==> config.mk <==
export PLATFORM = sky130hd
export DESIGN_NAME = aldf_avg
export DESIGN_NICKNAME = d
export VERILOG_FILES = /design/src/hdl/aldf_pkg.sv /design/src/hdl/aldf_avg.sv
export SDC_FILE = /design/constraint.sdc
export NUM_CORES = 1
export LEC_CHECK = 0
export BUFFER_PORTS_ARGS = -buffer_cell sky130_fd_sc_hd__buf_4
export CAP_MARGIN = 0
export CORE_UTILIZATION = 47
export DETAILED_ROUTE_END_ITERATION = 10
export SLEW_MARGIN = 30
export SYNTH_ARGS = -nofsm -noshare
export SYNTH_HDL_FRONTEND = slang
export SYNTH_SLANG_ARGS = --single-unit
==> constraint.sdc <==
create_clock -name clk -period 4 [get_ports clk]
set_input_delay 0.4 -clock clk [delete_from_list [all_inputs] [get_ports clk]]
set_output_delay 0.4 -clock clk [all_outputs]
set_load 0.02 [all_outputs]
==> src/hdl/aldf_pkg.sv <==
`default_nettype none
package aldf_pkg;

  // Converter and filter geometry.
  localparam int ADC_BITS    = 10;
  localparam int WINDOW_LOG2 = 3;
  localparam int WIN_LEN     = 1 << WINDOW_LOG2;

  // Field widths fixed by the item format.
  localparam int SAMPLE_W = 10;
  localparam int LEVEL_W  = 4;
  localparam int MODE_W   = 2;
  localparam int LED_W    = 4;

  // Only the low ADC_BITS bits of the sample field take part in the scaling.
  localparam int SAMPLE_USED_W = (ADC_BITS < SAMPLE_W) ? ADC_BITS : SAMPLE_W;
  localparam int PROD_W        = ADC_BITS + LEVEL_W;

  // The running sum of the window never exceeds 15 times the window length.
  localparam int SUM_W = LEVEL_W + WINDOW_LOG2;

  // Thresholds of the summary classes: level/5 clamped to 2.
  localparam logic [LEVEL_W-1:0] CLASS_STEP  = LEVEL_W'(5);
  localparam logic [LEVEL_W-1:0] CLASS_STEP2 = LEVEL_W'(10);

  // One-hot summary class patterns.
  localparam logic [LED_W-1:0] LED_LOW    = LED_W'(1);
  localparam logic [LED_W-1:0] LED_NORMAL = LED_W'(2);
  localparam logic [LED_W-1:0] LED_HIGH   = LED_W'(4);
  localparam logic [LED_W-1:0] LED_BLANK  = '0;

  typedef enum logic [MODE_W-1:0] {
    MODE_NORMAL  = 2'd0,
    MODE_SUMMARY = 2'd1,
    MODE_SLEEP   = 2'd2
  } mode_t;

  typedef struct packed {
    logic                sample_valid;
    logic [SAMPLE_W-1:0] sample;
    logic                timer_due;
    logic                wake_press;
    logic                summary_press;
    logic                summary_release;
    logic                sleep_press;
  } in_item_t;

  typedef struct packed {
    logic [MODE_W-1:0] mode;
    logic [LED_W-1:0]  led_pattern;
    logic              sampling_on;
  } out_item_t;

endpackage
`default_nettype wire

==> src/hdl/aldf_avg.sv <==
`default_nettype none
module aldf_avg
  import aldf_pkg::*;
(
  input  wire logic               clk,
  input  wire logic               rst_n,
  input  wire logic               push,
  input  wire logic [LEVEL_W-1:0] level,
  output logic      [LED_W-1:0]   avg
);

  logic [LEVEL_W-1:0]     win_r [WIN_LEN];
  logic [WINDOW_LOG2-1:0] pos_r;
  logic [SUM_W-1:0]       sum_r;
  logic [SUM_W-1:0]       sum_nxt;

  // The new level replaces the oldest entry; the sum follows by one add and subtract.
  assign sum_nxt = sum_r + SUM_W'(level) - SUM_W'(win_r[pos_r]);
  assign avg     = sum_nxt[SUM_W-1:WINDOW_LOG2];

  // Window store, write pointer and running sum.
  always_ff @(posedge clk) begin
    if (!rst_n) begin
      for (int i = 0; i < WIN_LEN; i++) begin
        win_r[i] <= '0;
      end
      pos_r <= '0;
      sum_r <= '0;
    end else if (push) begin
      win_r[pos_r] <= level;
      pos_r        <= pos_r + 1'b1;
      sum_r        <= sum_nxt;
    end
  end

endmodule
`default_nettype wire

==> results.sh, run 1 <==
export IMPL_stdcell_count=274
export IMPL_finalSetupViolations=0
export IMPL_critPathKind="register to output port"
export IMPL_cts_root_buf="clkbuf_8"
export IMPL_nFillCells=416
export IMPL_diodes=0
export IMPL_ys_seq_area_frac=0.515
export IMPL_finalCoreUtilization=0.535
export IMPL_muxShareOfSynthArea=0.108
export IMPL_vdd_drop_max_v=0.000443
export IMPL_drc_errors=0
export IMPL_status="finished, final reports clean"
export IMPL_nets=225
export IMPL_p_leak_nw=0.929
export IMPL_cts_htree_levels=2
export IMPL_hold_viol_final=0
export IMPL_gr_total_overflow=0
export IMPL_grt_start_max_net_pins=27
export IMPL_port_buffers=10
export IMPL_drtPass1Iterations=4
export IMPL_power_density_mw_per_mm2=610
export IMPL_cts_setup_buffers=0
export IMPL_die_width_um=73.0
export IMPL_path_delay_family="adder cells"
export IMPL_cp_end_kind="output port"
export IMPL_crit_path_start_kind="register"
export IMPL_grt_total_usage=0.205
export IMPL_io_pins=11
export IMPL_period_share=0.951
export IMPL_fp_dieArea_sq_mm=0.00533
export IMPL_crit_slowest_cell="mux4_2"
export IMPL_crit_path_cell_trace="buf_6 -> mux4_2 -> mux2_2 -> fa_1 -> inv_1 -> fa_2 -> a211oi_2 -> o31ai_2 -> nor2_1 -> xnor2_1 -> buf_4"
export IMPL_synth_top_cell_area_share=0.405
export IMPL_worst_slack_ns=0.195
export IMPL_hold_start="push"
export IMPL_antenna_found_initial=0
export IMPL_synth_compound_area_frac=0.0528
export IMPL_vias=1565
export IMPL_grt_pass1_wl_um=7860
export IMPL_syn_area_sq_mm=0.00237
export IMPL_slowest_delay_ns=0.51
export IMPL_syn_nets=223
export IMPL_max_freq_mhz=263
export IMPL_rsz0062_at_grt="false"
export IMPL_insertion_delay_ns=0.31
export IMPL_holdBufCountCts=0
export IMPL_cap_violations=0
export IMPL_path_clk_slew_ns=0.09
export IMPL_grt_pass1_vias=1543
export IMPL_drive_gt1_frac=0.174
export IMPL_tns_ns=0
export IMPL_synth_cell_types=34
export IMPL_viasPerCell=5.71
export IMPL_ant_nets=0
export IMPL_dp_cells=266
export IMPL_synthArstFlopShare=0
export IMPL_die_height_um=73.0
export IMPL_synth_simple_gate_area_frac=0.153
export IMPL_cts_sinks=45
export IMPL_rows=25
export IMPL_maxSlewViolCount=0
export IMPL_synth_area_leaders="edfxtp_1, dfxtp_1, mux4_2"
export IMPL_netlist_top_cell_by_area="edfxtp_1"
export IMPL_pre_cts_ws_ns=0.442
export IMPL_routed_wl_um=4750
export IMPL_layout_min_cycle_time_ns=3.81
export IMPL_dp_hpwl_um=3350
export IMPL_ys_ff_latch=45
export IMPL_crit_fanout=8
export IMPL_synthCells=204
export IMPL_worstMarginPinSlew_ns=0.721
export IMPL_cts_buffers=5
export IMPL_synth_edf_count=32
export IMPL_synth_xor_area_share=0.0296
export IMPL_areaGrowthSynthToFinish_pct=8.08
export IMPL_slew_headroom=0.519
export IMPL_synthAdderAreaFrac=0.0760
export IMPL_ys_warn_count=0
export IMPL_required_ns=3.60
export IMPL_clockBufferDepth=2
export IMPL_first_iter_violations=83
export IMPL_wl_per_cell_um=17.3
export IMPL_cp_arrival_ns=3.41
export IMPL_postLayoutCellArea_sq_mm=0.00256
export IMPL_avgSynthCellArea_sq_um=11.6
export IMPL_worst_path_buf_inv=3
export IMPL_start_util=0.495
export IMPL_core_sq_mm=0.00479
export IMPL_ys_flop_type="edfxtp_1"
export IMPL_synth_top_family_by_area="simple AND/OR/NAND/NOR gates"
export IMPL_post_dp_cell_area_sq_mm=0.00246
export IMPL_cts_tree="yes"
export IMPL_routabilityCongestion=0.830
export IMPL_min_path_type="input pin to register"
export IMPL_clock_skew_final_ns=0.00929
## synth_stat cells, types with 5 or more instances
| library cell | number |
|---|---|
| edfxtp_1 | 32 |
| nor3_1 | 24 |
| inv_1 | 16 |
| dfxtp_1 | 13 |
| nand2_1 | 12 |
| clkbuf_1 | 9 |
| ha_1 | 8 |
| mux4_2 | 8 |
| nor4_1 | 8 |
| nor2_1 | 7 |
| o21ai_0 | 7 |
| xnor2_1 | 5 |
## placed cells by master, fill, tap and decap left out, types with 4 or more instances in the layout
master and n:
edfxtp_1 32, ha_1 8, nand2_1 12, buf_4 11
nor4_1 8, mux4_2 8, nand3_1 4, xnor2_1 5
nor3_1 24, nor2_1 7, dfxtp_1 13, inv_1 16
o21ai_0 7, clkbuf_8 5, mux2_2 4
## routing by layer
metal | global-route usage | part of all wire
met1 | 0.299 | 0.46
met2 | 0.289 | 0.46
met3 | 0.0511 | 0.061
met4 | 0.0850 | 0.015
met5 | 0 | 0
## path summary, 6_finish.rpt
kind	to	slack (ns)	depth (start not counted)
max	avg[3]	0.19	11
min	sum_r[5]	0.45	2
max reg2reg	sum_r[6]	0.62	10
min reg2reg	sum_r[2]	0.49	1
## timing repair
item,in CTS,in global routing
endpoints found under the setup margin,0,1
hold endpoints to repair,0,0
gates resized for setup,0,3
## flip-flops by register name (all words and copies together), names as in the netlist, named ones only
name	flops
sum_r	7
pos_r	3
win_r	32
## stage by stage
step,power [mW],hold WS [ns]
finish,1.56,0.453
global route,1.66,0.492
CTS,1.55,0.442
floorplan,1.17,0.454
global placement,1.25,0.471
detailed placement,1.26,0.469
## layout make-up
cell class / instances / area, sq um / share of cell area
tap: 67 / 83.8 / 0.0327
clock inverter: 3 / 21.3 / 0.00830
multi-input combinational: 123 / 1000 / 0.391
clock buffer: 5 / 68.8 / 0.0269
sequential: 45 / 1220 / 0.477
inverter: 19 / 71.3 / 0.0278
timing repair buffer: 12 / 93.8 / 0.0366
## where the power goes
group	internal, mW	switching [mW]
Sequential	0.544	0.0348
Clock	0.124	0.167
Combinational	0.298	0.393
Total	0.966	0.595
## logic make-up (layout without fill, tap and decap cells)
group / after synthesis / count (layout)
DFF: 45 / 45
AOI/OAI and AO/OA: 19 / 19
and+or+nand+nor: 69 / 69
buffers and inverters: 36 / 39
adders and majority gates: 12 / 12
muxes: 15 / 15
xor gates and xnor gates: 8 / 8
Note: power is estimated with default switching activity, not from simulation.
==> inputs of run 2 (changes only) <==
--- a/config.mk
+++ b/config.mk
@@ -11,2 +11,3 @@
 export DETAILED_ROUTE_END_ITERATION = 10
+export GPL_TIMING_DRIVEN = 0
 export SLEW_MARGIN = 30
==> constraint.sdc (replaced) <==
create_clock -name clk -period 4 [get_ports clk]
set_input_delay 1 -clock clk [delete_from_list [all_inputs] [get_ports clk]]
set_output_delay 1 -clock clk [all_outputs]
set_load 0.02 [all_outputs]
==> results.sh, run 2 (synthesized netlist as in run 1, its figures left out) <==
export IMPL_power_mw=1.92
export IMPL_grt_total_usage=0.216
export IMPL_min_path_type="register to register"
export IMPL_gr_total_overflow=0
export IMPL_use_met1=0.301
export IMPL_finalSetupViolations=4
export IMPL_most_common_layout_cells="edfxtp_1, nor3_1, buf_4"
export IMPL_reg2reg_slack_ns=0.48
export IMPL_required_ns=3.00
export IMPL_antenna_found_initial=0
export IMPL_status="finished with violations"
export IMPL_insertion_delay_ns=0.30
export IMPL_crit_slowest_cell="mux4_2"
export IMPL_critPathKind="register to output port"
export IMPL_rsz0062_at_grt="true"
export IMPL_largest_reg_flops=32
export IMPL_cp_arrival_ns=3.39
export IMPL_diodes=0
export IMPL_clockBufferDepth=2
export IMPL_holdWs_ns=0.503
export IMPL_cap_violations=0
export IMPL_viasPerCell=5.46
export IMPL_fp_dieArea_sq_mm=0.00533
export IMPL_cp_end_kind="output port"
export IMPL_slew_headroom=0.469
export IMPL_core_sq_mm=0.00479
export IMPL_reg2reg_depth=13
export IMPL_cts_tree="yes"
export IMPL_areaGrowthSynthToFinish_pct=19.9
export IMPL_globalRoute_busiestLayer="met2"
export IMPL_tns_ns=-1.19
export IMPL_maxSlewViolCount=0
export IMPL_path_clk_slew_ns=0.08
export IMPL_grt_pass1_vias=1658
export IMPL_violations="negative setup slack"
export IMPL_finalCoreUtilization=0.593
export IMPL_dp_hpwl_um=3470
export IMPL_cts_htree_levels=2
export IMPL_die_width_um=73.0
export IMPL_clock_skew_final_ns=0.00858
export IMPL_nets=244
export IMPL_ant_nets=0
export IMPL_max_freq_mhz=228
export IMPL_nFillCells=426
export IMPL_wl_per_cell_um=17.1
export IMPL_final_common_cell="edfxtp_1"
export IMPL_drtPass1Iterations=4
export IMPL_stdcell_count=293
export IMPL_vdd_drop_max_v=0.000615
export IMPL_cts_root_buf="clkbuf_8"
export IMPL_crit_path_start_kind="register"
export IMPL_holdBufCountCts=0
export IMPL_worst_slack_ns=-0.391
export IMPL_grt_start_max_net_pins=14
export IMPL_crit_path_cell_trace="buf_8 -> buf_6 -> mux4_2 -> mux2_4 -> ha_4 -> inv_2 -> ha_4 -> fa_2 -> a211oi_4 -> o31ai_4 -> nor2_1 -> xnor2_1 -> buf_4"
export IMPL_rows=25
export IMPL_routabilityCongestion=0.848
export IMPL_p_leak_nw=1.03
export IMPL_period_share=1.10
export IMPL_grtUsageMet3=0.0483
export IMPL_vias=1600
export IMPL_r2r_end="sum_r[6]"
export IMPL_hold_end="sum_r[2]"
export IMPL_post_dp_cell_area_sq_mm=0.00252
export IMPL_reg_largest_list="win_r (32), sum_r (7), pos_r (3)"
export IMPL_crit_fanout=7
export IMPL_pre_cts_ws_ns=-0.462
export IMPL_postLayoutCellArea_sq_mm=0.00284
export IMPL_top_register="win_r"
export IMPL_grtUsageMet2=0.329
export IMPL_cts_sinks=45
export IMPL_start_util=0.495
export IMPL_drc_errors=0
export IMPL_power_density_mw_per_mm2=675
export IMPL_die_height_um=73.0
export IMPL_first_iter_violations=112
export IMPL_cts_buffers=5
export IMPL_hold_viol_final=0
export IMPL_layout_min_cycle_time_ns=4.39
export IMPL_routed_wl_um=5000
export IMPL_grt_pass1_wl_um=8360
export IMPL_dp_cells=280
export IMPL_port_buffers=9
export IMPL_worstMarginPinSlew_ns=0.789
export IMPL_hold_start="sum_r[2]"
export IMPL_multi_input_area_sq_mm=0.00115
export IMPL_io_pins=11
export IMPL_critPathMostFrequentCell="ha_4"
export IMPL_holdPathStages=1
export IMPL_regArea_sq_mm=0.00122
export IMPL_drive_gt1_frac=0.283
export IMPL_slowest_delay_ns=0.51
run 2: how the worst max path moves through the flow:
stage / start / cells past startpoint / endpoint
final: register / 13 / avg[3]
after global routing: register / 11 / avg[3]
after CTS: register / 11 / avg[3]
after detailed placement: register / 12 / avg[3]
after global placement: register / 12 / avg[3]
after floorplan: register / 11 / avg[3]
run 2: timing repair:
| item | 4_1_cts | 5_1_grt |
|---|---|---|
| setup endpoints to repair | 4 | 4 |
| pin swaps | 12 | 12 |
| setup buffers | 8 | 2 |
| resized for setup | 19 | 18 |
| cloned | 0 | 0 |
run 2: per-layer routing:
metal / wire, um / vias to the layer above
li1: - / 782
met1: 2270 / 778
met2: 2460 / 32
met3: 197 / 8
met4: 72 / 0
met5: 0 / -
run 2: area by class of cell:
type                            instances  area share
Inverter                               19      0.0256
Buffer                                 12      0.0211
Multi-Input combinational cell        123       0.404
Clock buffer                            8      0.0317
Sequential cell                        45       0.431
Tap cell                               67      0.0295
Timing Repair Buffer                   19      0.0568
run 2: critical path: cells and delay by family, from the launching register on:
kind,cells,cell delay (ns)
AOI/OAI and AO/OA,2,0.44
xor gates and xnor gates,1,0.14
adders and majority gates,3,0.81
buffers and inverters,4,0.43
DFF,1,0.33
muxes,2,0.81
and+or+nand+nor,1,0.13
run 2: power breakdown:
part | switching (mW) | internal, mW
Combinational | 0.535 | 0.517
Clock | 0.150 | 0.141
Sequential | 0.0299 | 0.544
Total | 0.716 | 1.20
